==> src/hdl/image_brightness_statistics_defines.svh <==
// Assertion macros shared by the brightness statistics RTL.
// Included by modules that carry concurrent checks; no other dependencies.
`ifndef IMAGE_BRIGHTNESS_STATISTICS_DEFINES_SVH
`define IMAGE_BRIGHTNESS_STATISTICS_DEFINES_SVH

`ifndef SYNTHESIS
`define IBS_ASSERT_IMPL(label, clk, rst, ante, cons) \
   label: assert property (@(posedge clk) disable iff (rst) (ante) |-> (cons)) \
      else $error("ibs assertion failed");
`define IBS_ASSERT_NEXT(label, clk, rst, ante, cons) \
   label: assert property (@(posedge clk) disable iff (rst) (ante) |=> (cons)) \
      else $error("ibs assertion failed");
`else
`define IBS_ASSERT_IMPL(label, clk, rst, ante, cons)
`define IBS_ASSERT_NEXT(label, clk, rst, ante, cons)
`endif

`endif

==> src/hdl/ibs_pkg.sv <==
// Types, widths and constants for the brightness statistics block.
// No dependencies; imported by every other SystemVerilog source but the macro header.
package ibs_pkg;

   localparam int unsigned PIXEL_W    = 8;
   localparam int unsigned LEVELS     = 256;
   localparam int unsigned DISTINCT_W = 9;
   localparam int unsigned COUNT_W    = 25;
   localparam int unsigned SUM_W      = 32;
   localparam int unsigned STEP_W     = 3;
   localparam int unsigned MAX_PIXELS = 16777216;

   typedef logic [PIXEL_W-1:0]    pixel_type;
   typedef logic [DISTINCT_W-1:0] distinct_type;
   typedef logic [COUNT_W-1:0]    count_type;
   typedef logic [SUM_W-1:0]      sum_type;
   typedef logic [STEP_W-1:0]     step_type;

   localparam count_type COUNT_LIMIT = COUNT_W'(MAX_PIXELS);
   localparam step_type  STEP_FIRST  = '1;

   typedef struct packed {
      logic     accum;
      logic     update;
      logic     clear;
      logic     map_clear;
      logic     div_load;
      logic     div_step;
      step_type step;
      logic     load_out;
   } ibs_cmd_type;

   typedef struct packed {
      pixel_type    min_level;
      pixel_type    max_level;
      pixel_type    mean_level;
      distinct_type level_count;
      count_type    pixel_total;
      sum_type      brightness_sum;
      logic         overflow;
   } ibs_result_type;

endpackage

==> src/hdl/ibs_channels.sv <==
// Valid/ready channel interfaces for pixel input and statistics output words.
// Depends on ibs_pkg.
interface ibs_req_if
   import ibs_pkg::*;
();
   logic      valid;
   logic      ready;
   pixel_type pixel;
   logic      last;

   modport source (output valid, output pixel, output last, input ready);
   modport sink   (input valid, input pixel, input last, output ready);
endinterface

interface ibs_rsp_if
   import ibs_pkg::*;
();
   logic         valid;
   logic         ready;
   pixel_type    min_level;
   pixel_type    max_level;
   pixel_type    mean_level;
   distinct_type level_count;
   count_type    pixel_total;
   sum_type      brightness_sum;
   logic         overflow;

   modport source (output valid, output min_level, output max_level, output mean_level,
                   output level_count, output pixel_total, output brightness_sum,
                   output overflow, input ready);
   modport sink   (input valid, input min_level, input max_level, input mean_level,
                   input level_count, input pixel_total, input brightness_sum,
                   input overflow, output ready);
endinterface

==> src/hdl/image_brightness_statistics.sv <==
// Per-frame brightness statistics over a pixel stream.
// req_bus: one pixel word per handshake (valid & ready), last marks the frame's final pixel.
// rsp_bus: one result word per frame: min, max, truncated mean, distinct levels,
//   pixel count (saturating at 2^24), brightness sum and a count overflow flag.
// Input: each accepted pixel is followed by a level map update before the next is accepted.
//   After the last pixel, req_ready stays low through 1 update, 1 load,
//   8 restoring divide steps, 1 finish and a level map clearing pass over all 256 levels.
// Output: the result word is registered and becomes valid when the finish step loads it.
// Stall: the result sits in an output register while the next frame streams in;
//   only if that frame ends before the receiver takes the word does the block
//   hold in its finish step, with input paused, until rsp ready.
// Pixels beyond 2^24 in a frame only set the overflow flag.
// Reset (synchronous, active high) clears the statistics; the level map is then
//   cleared by a pass over all 256 levels, and only then does req_ready rise.
// Depends on ibs_pkg, ibs_channels, ibs_ctrl and ibs_datapath.
module image_brightness_statistics
   import ibs_pkg::*;
(
   input  logic      clock,
   input  logic      reset,
   ibs_req_if.sink   req_bus,
   ibs_rsp_if.source rsp_bus
);

   ibs_cmd_type    cmd;
   ibs_result_type result;
   logic           req_ready;
   logic           rsp_valid;
   logic           map_done;

   ibs_ctrl u_ctrl (
      .clock     (clock),
      .reset     (reset),
      .req_valid (req_bus.valid),
      .req_last  (req_bus.last),
      .req_ready (req_ready),
      .rsp_ready (rsp_bus.ready),
      .rsp_valid (rsp_valid),
      .map_done  (map_done),
      .cmd       (cmd)
   );

   ibs_datapath u_datapath (
      .clock    (clock),
      .reset    (reset),
      .cmd      (cmd),
      .pixel    (req_bus.pixel),
      .map_done (map_done),
      .result   (result)
   );

   assign req_bus.ready          = req_ready;
   assign rsp_bus.valid          = rsp_valid;
   assign rsp_bus.min_level      = result.min_level;
   assign rsp_bus.max_level      = result.max_level;
   assign rsp_bus.mean_level     = result.mean_level;
   assign rsp_bus.level_count    = result.level_count;
   assign rsp_bus.pixel_total    = result.pixel_total;
   assign rsp_bus.brightness_sum = result.brightness_sum;
   assign rsp_bus.overflow       = result.overflow;

endmodule

==> src/hdl/ibs_datapath.sv <==
// Statistics datapath: accumulators, level map memory, 8-step mean divider, result register.
// Depends on ibs_pkg and the assertion macro header; driven by ibs_ctrl commands.
`include "image_brightness_statistics_defines.svh"

module ibs_datapath
   import ibs_pkg::*;
(
   input  logic           clock,
   input  logic           reset,
   input  ibs_cmd_type    cmd,
   input  pixel_type      pixel,
   output logic           map_done,
   output ibs_result_type result
);

   pixel_type          min_ff;
   pixel_type          max_ff;
   sum_type            sum_ff;
   count_type          count_ff;
   distinct_type       distinct_ff;
   logic               ovf_ff;
   logic               seen_mem [LEVELS];
   logic               seen_rd_ff;
   pixel_type          pix_ff;
   pixel_type          clr_addr_ff;
   sum_type            rem_ff;
   pixel_type          quot_ff;
   ibs_result_type     result_ff;
   sum_type            divisor;
   logic               at_limit;

   assign divisor  = SUM_W'(count_ff) << cmd.step;
   assign at_limit = (count_ff == COUNT_LIMIT);
   assign map_done = (clr_addr_ff == '1);

   // level map: read at accept, written in the following update cycle
   always_ff @(posedge clock) begin
      if (cmd.map_clear) begin
         seen_mem[clr_addr_ff] <= 1'b0;
      end else if (cmd.update && !seen_rd_ff && !at_limit) begin
         seen_mem[pix_ff] <= 1'b1;
      end
      if (cmd.accum) begin
         seen_rd_ff <= seen_mem[pixel];
         pix_ff     <= pixel;
      end
   end

   always_ff @(posedge clock) begin
      if (reset) begin
         clr_addr_ff <= '0;
      end else if (cmd.map_clear) begin
         clr_addr_ff <= clr_addr_ff + PIXEL_W'(1);
      end
   end

   always_ff @(posedge clock) begin
      if (reset || cmd.clear) begin
         min_ff      <= '1;
         max_ff      <= '0;
         sum_ff      <= '0;
         count_ff    <= '0;
         distinct_ff <= '0;
         ovf_ff      <= 1'b0;
      end else if (cmd.update) begin
         if (at_limit) begin
            ovf_ff <= 1'b1;
         end else begin
            if (pix_ff < min_ff) begin
               min_ff <= pix_ff;
            end
            if (pix_ff > max_ff) begin
               max_ff <= pix_ff;
            end
            sum_ff   <= sum_ff + SUM_W'(pix_ff);
            count_ff <= count_ff + COUNT_W'(1);
            if (!seen_rd_ff) begin
               distinct_ff <= distinct_ff + DISTINCT_W'(1);
            end
         end
      end
   end

   // restoring divide; quotient fits 8 bits since sum < 256 * count
   always_ff @(posedge clock) begin
      if (cmd.div_load) begin
         rem_ff  <= sum_ff;
         quot_ff <= '0;
      end else if (cmd.div_step && (rem_ff >= divisor)) begin
         rem_ff            <= rem_ff - divisor;
         quot_ff[cmd.step] <= 1'b1;
      end
   end

   always_ff @(posedge clock) begin
      if (cmd.load_out) begin
         result_ff.min_level      <= min_ff;
         result_ff.max_level      <= max_ff;
         result_ff.mean_level     <= quot_ff;
         result_ff.level_count    <= distinct_ff;
         result_ff.pixel_total    <= count_ff;
         result_ff.brightness_sum <= sum_ff;
         result_ff.overflow       <= ovf_ff;
      end
   end

   assign result = result_ff;

   `IBS_ASSERT_IMPL(a_min_le_max, clock, reset, count_ff != '0, min_ff <= max_ff)
   `IBS_ASSERT_IMPL(a_distinct_le_count, clock, reset, 1'b1, COUNT_W'(distinct_ff) <= count_ff)
   `IBS_ASSERT_NEXT(a_clear_empties, clock, reset, cmd.clear, count_ff == '0 && !ovf_ff)

endmodule

==> src/hdl/ibs_ctrl.sv <==
// Frame controller: accepts pixels, sequences the mean divide, hands off result words.
// Depends on ibs_pkg and the assertion macro header; drives ibs_datapath.
`include "image_brightness_statistics_defines.svh"

module ibs_ctrl
   import ibs_pkg::*;
(
   input  logic        clock,
   input  logic        reset,
   input  logic        req_valid,
   input  logic        req_last,
   output logic        req_ready,
   input  logic        rsp_ready,
   output logic        rsp_valid,
   input  logic        map_done,
   output ibs_cmd_type cmd
);

   typedef enum logic [2:0] {
      ST_CLEAR,
      ST_ACCUM,
      ST_UPDATE,
      ST_LOAD,
      ST_DIVIDE,
      ST_FINISH
   } state_type;

   state_type state_ff;
   step_type  step_ff;
   logic      last_ff;
   logic      rsp_valid_ff;
   logic      req_fire;
   logic      out_free;

   assign req_ready = (state_ff == ST_ACCUM);
   assign req_fire  = req_valid && req_ready;
   assign out_free  = !rsp_valid_ff || rsp_ready;
   assign rsp_valid = rsp_valid_ff;

   always_comb begin
      cmd           = '0;
      cmd.accum     = req_fire;
      cmd.update    = (state_ff == ST_UPDATE);
      cmd.map_clear = (state_ff == ST_CLEAR);
      cmd.div_load  = (state_ff == ST_LOAD);
      cmd.div_step  = (state_ff == ST_DIVIDE);
      cmd.step      = step_ff;
      cmd.load_out  = (state_ff == ST_FINISH) && out_free;
      cmd.clear     = cmd.load_out;
   end

   always_ff @(posedge clock) begin
      if (reset) begin
         state_ff     <= ST_CLEAR;
         step_ff      <= STEP_FIRST;
         last_ff      <= 1'b0;
         rsp_valid_ff <= 1'b0;
      end else begin
         if ((state_ff == ST_FINISH) && out_free) begin
            rsp_valid_ff <= 1'b1;
         end else if (rsp_ready) begin
            rsp_valid_ff <= 1'b0;
         end
         case (state_ff)
            ST_CLEAR: begin
               if (map_done) begin
                  state_ff <= ST_ACCUM;
               end
            end
            ST_ACCUM: begin
               if (req_fire) begin
                  last_ff  <= req_last;
                  state_ff <= ST_UPDATE;
               end
            end
            ST_UPDATE: begin
               if (last_ff) begin
                  state_ff <= ST_LOAD;
               end else begin
                  state_ff <= ST_ACCUM;
               end
            end
            ST_LOAD: begin
               step_ff  <= STEP_FIRST;
               state_ff <= ST_DIVIDE;
            end
            ST_DIVIDE: begin
               if (step_ff == '0) begin
                  state_ff <= ST_FINISH;
               end else begin
                  step_ff <= step_ff - STEP_W'(1);
               end
            end
            ST_FINISH: begin
               if (out_free) begin
                  state_ff <= ST_CLEAR;
               end
            end
            default: begin
               state_ff <= ST_CLEAR;
            end
         endcase
      end
   end

   `IBS_ASSERT_NEXT(a_last_stops_input, clock, reset, req_fire && req_last, !req_ready)
   `IBS_ASSERT_NEXT(a_divide_ends, clock, reset, state_ff == ST_DIVIDE && step_ff == '0, state_ff == ST_FINISH)
   `IBS_ASSERT_NEXT(a_rsp_held, clock, reset, rsp_valid_ff && !rsp_ready, rsp_valid_ff)

endmodule

==> src/flat_wrapper.sv <==
// flat-port wrapper written by rule: the top's interface ports become plain ports
module image_brightness_statistics_flat import ibs_pkg::*;
  (clock, reset, req_bus_valid, req_bus_pixel, req_bus_last, req_bus_ready, rsp_bus_valid, rsp_bus_min_level, rsp_bus_max_level, rsp_bus_mean_level, rsp_bus_level_count, rsp_bus_pixel_total, rsp_bus_brightness_sum, rsp_bus_overflow, rsp_bus_ready);
  ibs_req_if req_bus_i ();
  ibs_rsp_if rsp_bus_i ();
  input  logic clock;
  input  logic reset;
  input wire logic [$bits(req_bus_i.valid)-1:0] req_bus_valid;
  input wire logic [$bits(req_bus_i.pixel)-1:0] req_bus_pixel;
  input wire logic [$bits(req_bus_i.last)-1:0] req_bus_last;
  output wire logic [$bits(req_bus_i.ready)-1:0] req_bus_ready;
  output wire logic [$bits(rsp_bus_i.valid)-1:0] rsp_bus_valid;
  output wire logic [$bits(rsp_bus_i.min_level)-1:0] rsp_bus_min_level;
  output wire logic [$bits(rsp_bus_i.max_level)-1:0] rsp_bus_max_level;
  output wire logic [$bits(rsp_bus_i.mean_level)-1:0] rsp_bus_mean_level;
  output wire logic [$bits(rsp_bus_i.level_count)-1:0] rsp_bus_level_count;
  output wire logic [$bits(rsp_bus_i.pixel_total)-1:0] rsp_bus_pixel_total;
  output wire logic [$bits(rsp_bus_i.brightness_sum)-1:0] rsp_bus_brightness_sum;
  output wire logic [$bits(rsp_bus_i.overflow)-1:0] rsp_bus_overflow;
  input wire logic [$bits(rsp_bus_i.ready)-1:0] rsp_bus_ready;
  assign req_bus_i.valid = req_bus_valid;
  assign req_bus_i.pixel = req_bus_pixel;
  assign req_bus_i.last = req_bus_last;
  assign req_bus_ready = req_bus_i.ready;
  assign rsp_bus_valid = rsp_bus_i.valid;
  assign rsp_bus_min_level = rsp_bus_i.min_level;
  assign rsp_bus_max_level = rsp_bus_i.max_level;
  assign rsp_bus_mean_level = rsp_bus_i.mean_level;
  assign rsp_bus_level_count = rsp_bus_i.level_count;
  assign rsp_bus_pixel_total = rsp_bus_i.pixel_total;
  assign rsp_bus_brightness_sum = rsp_bus_i.brightness_sum;
  assign rsp_bus_overflow = rsp_bus_i.overflow;
  assign rsp_bus_i.ready = rsp_bus_ready;
  image_brightness_statistics u_core (.clock(clock), .reset(reset), .req_bus(req_bus_i), .rsp_bus(rsp_bus_i));
endmodule
==> config.mk <==
export PLATFORM = sky130hd
export DESIGN_NAME = image_brightness_statistics_flat
export DESIGN_NICKNAME = d
export VERILOG_FILES = /design/src/hdl/ibs_pkg.sv /design/src/hdl/ibs_channels.sv /design/src/hdl/image_brightness_statistics.sv /design/src/hdl/ibs_datapath.sv /design/src/hdl/ibs_ctrl.sv /design/src/flat_wrapper.sv
export VERILOG_INCLUDE_DIRS = /design/src /design/src/hdl
export SDC_FILE = /design/constraint.sdc
export NUM_CORES = 1
export LEC_CHECK = 0
export BUFFER_PORTS_ARGS = -buffer_cell sky130_fd_sc_hd__buf_2
export CAP_MARGIN = 20
export CORE_ASPECT_RATIO = 1.75
export CORE_MARGIN = 2
export CORE_UTILIZATION = 40
export CTS_BUF_LIST = sky130_fd_sc_hd__clkbuf_16
export DETAILED_ROUTE_END_ITERATION = 10
export GPL_ROUTABILITY_DRIVEN = 0
export HOLD_SLACK_MARGIN = 0.02
export PLACE_DENSITY = 0.58
export RECOVER_POWER = 100
export SYNTH_ARGS = -nofsm -noshare
export SYNTH_HDL_FRONTEND = slang
export SYNTH_SLANG_ARGS = --single-unit
==> constraint.sdc <==
create_clock -name clock -period 8.72 [get_ports clock]
set_clock_uncertainty 0.2 [all_clocks]
set_input_delay 2.18 -clock clock [delete_from_list [all_inputs] [get_ports clock]]
set_output_delay 2.18 -clock clock [all_outputs]
set_load 0.02 [all_outputs]
==> results of run 1 <==
==> final cells by class <==
type	count	area (um^2)
inverter	44	170
sequential	495	13800
clock inverter	35	275
multi-input combinational	1311	9000
tap	773	967
clock buffer	46	1150
timing repair buffer	121	513
fill	5449	32200
==> worst max path at each step <==
stage	from	end	slack (ns)	cells past startpoint
finish	u_core.u_ctrl.step_ff[0]$_SDFFE_PP1P_	u_core.u_datapath.rem_ff[11]$_DFFE_PP_	2.48	14
global route	u_core.u_ctrl.step_ff[0]$_SDFFE_PP1P_	u_core.u_datapath.rem_ff[25]$_DFFE_PP_	1.97	14
CTS	u_core.u_datapath.count_ff[0]$_SDFFE_PP0P_	u_core.u_datapath.seen_mem[117]$_DFFE_PP_	3.62	12
detailed placement	req_bus_pixel[0]	u_core.u_datapath.seen_rd_ff$_DFFE_PP_	3.07	9
global placement	req_bus_pixel[0]	u_core.u_datapath.seen_rd_ff$_DFFE_PP_	3.08	9
floorplan	rsp_bus_ready	u_core.u_datapath.count_ff[24]$_SDFFE_PP0P_	0.79	6
==> report_power, final <==
part / total (uW) / internal, uW / switching [uW] / leakage (uW)
clock network: 1950 / 1060 / 893 / 0.000725
logic: 239 / 67.3 / 172 / 0.00361
registers: 2550 / 2530 / 19.3 / 0.00386
total: 4740 / 3650 / 1080 / 0.00819
==> worst max-delay path, cell delays in order (launching register included) <==
cell      delay, ns
dfxtp_1        0.31
clkbuf_1       1.30
inv_1          0.63
o31a_1         0.49
mux2i_1        0.32
ha_1           0.36
a21oi_1        0.33
o211ai_1       0.19
a21oi_1        0.23
a21oi_1        0.12
nor3_1         0.25
o21ai_0        0.14
a21oi_1        0.71
o21ai_2        0.07
buf_4          0.29
==> per-stage QoR <==
step	util	cell area, um^2	setup slack, ns
2_1_floorplan	-	23500	0.790
5_1_grt	0.445	25900	1.97
3_5_place_dp	0.423	24600	3.07
6_report	0.445	25900	2.48
3_3_place_gp	0.423	24600	3.08
4_1_cts	0.448	26000	3.62
==> Yosys cell counts, types with 42 or more instances <==
library cell  number  area share
a21oi_1           75       0.016
buf_2             45      0.0096
clkbuf_1          60      0.0096
dfxtp_1          107       0.091
edfxtp_1         388        0.50
ha_1              61       0.032
inv_1             42      0.0067
mux2i_1          102       0.043
mux4_2            61       0.058
nand2_1          123       0.020
nand3_1           45      0.0096
nor2_1           392       0.063
o21ai_0           49       0.010
xnor2_1           51       0.019
==> cells in the final DEF (no fill, tap or decap), drive strengths merged, types with 53 or more instances in the layout <==
cell and instances:
clkbuf 150, a21oi 75, dfxtp 107, mux2i 102, inv 53, mux4 61
ha 61, edfxtp 388, nor2 392, nand2 127
==> cells by family after synthesis <==
kind of cell,share of synthesized area
simple gates,0.137
flops,0.587
compound gates,0.0738
mux,0.104
buf+inv,0.0296
xor+xnor,0.0343
fa+ha+maj,0.0342
==> routing by layer <==
| metal | up-vias | routed length [um] |
|---|---|---|
| met5 | - | 15 |
| met4 | 2 | 3030 |
| met3 | 146 | 2140 |
| met2 | 363 | 33100 |
| met1 | 7733 | 21200 |
| li1 | 7298 | - |
==> sequential cells by signal (all words and copies together), names as in the netlist <==
signal and cells:
u_core.u_datapath.seen_mem 256, u_core.u_datapath.result 91, u_core.u_datapath.rem_ff 32, u_core.u_datapath.sum_ff 32, u_core.u_datapath.count_ff 25, u_core.u_datapath.distinct_ff 9, u_core.u_datapath.clr_addr_ff 8, u_core.u_datapath.max_ff 8
u_core.u_datapath.min_ff 8, u_core.u_datapath.pix_ff 8, u_core.u_datapath.quot_ff 8, u_core.u_ctrl.state_ff 3, u_core.u_ctrl.step_ff 3, u_core.u_ctrl.last_ff 1, u_core.u_ctrl.rsp_valid 1, u_core.u_datapath.ovf_ff 1
u_core.u_datapath.seen_rd_ff 1
==> flow_summary.json, run 1 <==
{
  "use_met1": 0.196,
  "r2r_cells": 14,
  "gr-usage-met2": 0.380,
  "dpl.hpwl_um": 40200,
  "post_cts_buffers": 0,
  "period_needed_ns": 6.24,
  "fin_cells": 2825,
  "antenna_left": 0,
  "syn_avg_cell_area_um2": 11.9,
  "worst_pin_slew_ns": 2.69,
  "port_buffers": 105,
  "antenna_found_initial": 1,
  "startpoint_type": "flip-flop",
  "layout-drive-gt1-share": 0.0814,
  "first_global_vias": 15733,
  "worstPathArrival_ns": 6.33,
  "worstHoldEndpoint": "u_core.u_datapath.result[68]$_DFFE_PP_",
  "drc": 0,
  "cts_buffer_depth": 3,
  "grt_pass1_wl_um": 90200,
  "total_power_uw": 4740,
  "via_per_inst": 5.50,
  "cts.reportedPaths.clkPinSlew_ns": 0.07,
  "cts_sinks": 495,
  "htreeDepth": 2,
  "dieHeight_um": 325,
  "path_class": "flip-flop to flip-flop",
  "r2r-start": "u_core.u_ctrl.step_ff[0]$_SDFFE_PP1P_",
  "required_ns": 8.81,
  "cts_resized": 0,
  "seq_area_frac_synth": 0.587,
  "start_util": 0.404,
  "io_pins": 106,
  "cp_max_fo": 32,
  "finalSetupViolCount": 0,
  "routed_wl_um": 59500,
  "cts_tree": "yes",
  "top_usage_layer": "met2",
  "ys_async_sr_fraction": 0,
  "first_iter_violations": 972,
  "worstHoldStart": "u_core.u_datapath.quot_ff[1]$_SDFFE_PP0P_",
  "coreArea_mm2": 0.0581,
  "wl_per_cell_um": 21.1,
  "violations": "capacitance limit, slew limit",
  "die_w_um": 187,
  "synth_fp_nets": 2043,
  "synth_cells": 1967,
  "grt_overflow": 0,
  "rr_endpoint": "u_core.u_datapath.rem_ff[11]$_DFFE_PP_",
  "yosys_warnings": 0,
  "ys_types": 72,
  "end_kind": "flip-flop",
  "p_leak_uw": 0.00819,
  "grt_max_degree": 116,
  "clock_latency_ns": 0.59,
  "ctsHoldBuffers": 0,
  "maxSlewHeadroom": -0.797,
  "numCtsBuffers": 45,
  "cts_root_buffer": "clkbuf_16",
  "gr-usage-met3": 0.0242,
  "track_usage": 0.193,
  "maxSlewViolCount": 98,
  "hold_violations": 0,
  "hp-class": "flip-flop to flip-flop",
  "outcome": "complete, but fails checks",
  "diodes": 0,
  "dr.pass1.iters": 5,
  "reg2reg_setup_slack_ns": 2.48,
  "hold-worst-slack_ns": 0.230,
  "vdd_drop_max_mv": 0.144,
  "power.density_mw_per_mm2": 183,
  "drv_cap": 3,
  "period_share": 0.716,
  "rsz0062_at_grt": "false",
  "post-place-cells": 2742,
  "min_path_cells": 0,
  "final_nets": 2094,
  "syn2layout_area_growth_pct": 10.1,
  "synth_edf_count": 388,
  "ys_seq_elements": 495,
  "die_area_mm2": 0.0608,
  "rows": 117,
  "fmax_mhz": 160,
  "vias": 15542,
  "synth_ff_type": "edfxtp_1",
  "finalSetupTns_ns": 0,
  "netlist_area_mm2": 0.0235
}
Power figures use the tool's default switching activity.
==> run 2: changes to the inputs <==
--- a/config.mk
+++ b/config.mk
@@ -15,7 +15,7 @@
 export DETAILED_ROUTE_END_ITERATION = 10
 export GPL_ROUTABILITY_DRIVEN = 0
 export HOLD_SLACK_MARGIN = 0.02
-export PLACE_DENSITY = 0.58
+export PLACE_DENSITY = 0.6
 export RECOVER_POWER = 100
 export SYNTH_ARGS = -nofsm -noshare
 export SYNTH_HDL_FRONTEND = slang
==> constraint.sdc (replaced) <==
create_clock -name clock -period 5.25 [get_ports clock]
set_clock_uncertainty 0.2 [all_clocks]
set_input_delay 1.3125 -clock clock [delete_from_list [all_inputs] [get_ports clock]]
set_output_delay 1.3125 -clock clock [all_outputs]
set_load 0.02 [all_outputs]
==> flow_summary.json, run 2 (same netlist as run 1, synthesis figures left out) <==
{
  "outcome": "complete, but fails checks",
  "violations": "capacitance limit, slew limit",
  "maxSlewViolCount": 302,
  "worstHoldEndpoint": "u_core.u_datapath.result[73]$_DFFE_PP_",
  "layout_common_cells": "392 x nor2_1, 388 x edfxtp_1, 123 x nand2_1",
  "cts_buffer_depth": 3,
  "min_path_cells": 0,
  "diodes": 0,
  "n_fill_cell": 5446,
  "drv_cap": 5,
  "finalSetupViolCount": 0,
  "startpoint_type": "primary input",
  "port_buffers": 105,
  "rows": 117,
  "cts_root_buffer": "clkbuf_16",
  "required_ns": 5.39,
  "layout-drive-gt1-share": 0.0857,
  "cts.reportedPaths.clkPinSlew_ns": 0.07,
  "via_per_inst": 5.53,
  "grt_max_degree": 103,
  "gr-usage-met2": 0.381,
  "p_leak_uw": 0.00825,
  "coreArea_mm2": 0.0581,
  "die_area_mm2": 0.0608,
  "rsz0062_at_grt": "false",
  "place_ws_ns": 0.707,
  "routed_wl_um": 60800,
  "antenna_left": 0,
  "r2r_cells": 13,
  "final_nets": 2105,
  "power.density_mw_per_mm2": 306,
  "grt_overflow": 0,
  "grt_pass1_wl_um": 92700,
  "numCtsBuffers": 45,
  "top_usage_layer": "met2",
  "start_util": 0.404,
  "place_area_mm2": 0.0247,
  "wl_per_cell_um": 21.4,
  "cts_tree": "yes",
  "ctsHoldBuffers": 0,
  "htreeDepth": 2,
  "syn2layout_area_growth_pct": 10.7,
  "hp-class": "flip-flop to flip-flop",
  "reg2reg_setup_slack_ns": 0.57,
  "r2r-start": "u_core.u_ctrl.step_ff[1]$_SDFFE_PP1P_",
  "first_global_vias": 16041,
  "worstPathArrival_ns": 4.83,
  "cts_resized": 0,
  "clock_latency_ns": 0.59,
  "die_w_um": 187,
  "regMostFlops": "u_core.u_datapath.seen_mem",
  "finalCoreUtilization": 0.447,
  "track_usage": 0.198,
  "post_cts_buffers": 0,
  "worstHoldStart": "u_core.u_datapath.quot_ff[6]$_SDFFE_PP0P_",
  "rr_endpoint": "u_core.u_datapath.rem_ff[4]$_DFFE_PP_",
  "dr.pass1.iters": 5,
  "finalSetupTns_ns": 0,
  "fin_area_mm2": 0.0260,
  "fmax_mhz": 213,
  "period_needed_ns": 4.69,
  "drc": 0,
  "maxSlewHeadroom": -0.640,
  "dieHeight_um": 325,
  "hold_violations": 0,
  "use_met1": 0.202,
  "vias": 15691,
  "path_class": "primary input to flip-flop",
  "finalWorstSetupSlack_ns": 0.562,
  "cp_max_fo": 21,
  "end_kind": "flip-flop",
  "largest_reg_flops": 256,
  "first_iter_violations": 1066,
  "cts_sinks": 495,
  "vdd_drop_max_mv": 0.252,
  "gr-usage-met3": 0.0227,
  "dpl.hpwl_um": 41900,
  "io_pins": 106,
  "worst_pin_slew_ns": 2.46,
  "mostFrequentLayoutCell": "nor2_1",
  "period_share": 0.893,
  "antenna_found_initial": 1
}
-- run 2: changes by cell type in the layout (fill, tap and decap cells not counted), sizes merged --
cell    previous run  this run
clkbuf           150       158
inv               53        58
buf               17        21
clkinv            20        17
-- run 2: layout make-up --
type / count / area, um^2 / share of cell area
tap: 773 / 967 / 0.0372
multi-input combinational: 1311 / 8990 / 0.346
inverter: 44 / 170 / 0.00655
timing repair buffer: 132 / 604 / 0.0232
clock inverter: 37 / 293 / 0.0113
clock buffer: 47 / 1180 / 0.0452
sequential: 495 / 13800 / 0.531
-- run 2: worst max-delay path, cell delays in order --
cell and delay (ns):
clkbuf_2 0.46, clkbuf_1 1.12, mux4_2 0.43, mux2i_1 0.40, o221ai_1 0.20, and4b_1 0.24, a2111o_1 0.44, a31o_1 0.19
-- run 2: per-stage QoR --
stage | total power (uW) | instances | hold WS, ns
floorplan | 4570 | 1967 | 0.203
global placement | 4710 | 2753 | 0.214
detailed placement | 4720 | 2753 | 0.213
CTS | 8040 | 2837 | 0.230
global route | 8210 | 2839 | 0.242
finish | 7960 | 2839 | 0.229
-- run 2: metal layers --
layer  routed length [um]  vias up
met5                    0        -
met4                 3850        0
met3                 2430      160
met2                33300      461
met1                21200     7772
li1                     -     7298
-- run 2: worst max-delay path by stage --
stage / start / endpoint / slack, ns / cells after the start
6_report: req_bus_pixel[1] / u_core.u_datapath.seen_rd_ff$_DFFE_PP_ / 0.56 / 8
3_5_place_dp: req_bus_pixel[0] / u_core.u_datapath.seen_rd_ff$_DFFE_PP_ / 0.71 / 6
4_1_cts: u_core.u_ctrl.step_ff[0]$_SDFFE_PP1P_ / u_core.u_datapath.rem_ff[18]$_DFFE_PP_ / 0.78 / 14
5_1_grt: u_core.u_ctrl.step_ff[0]$_SDFFE_PP1P_ / u_core.u_datapath.rem_ff[0]$_DFFE_PP_ / 0.20 / 14
2_1_floorplan: rsp_bus_ready / u_core.u_datapath.count_ff[24]$_SDFFE_PP0P_ / 0.03 / 6
3_3_place_gp: req_bus_pixel[0] / u_core.u_datapath.seen_rd_ff$_DFFE_PP_ / 0.70 / 9
-- run 2: where the power goes --
| group | switching [uW] | total (uW) | internal, uW |
|---|---|---|---|
| Combinational | 279 | 393 | 114 |
| Sequential | 31.3 | 4230 | 4200 |
| Clock | 1530 | 3330 | 1800 |
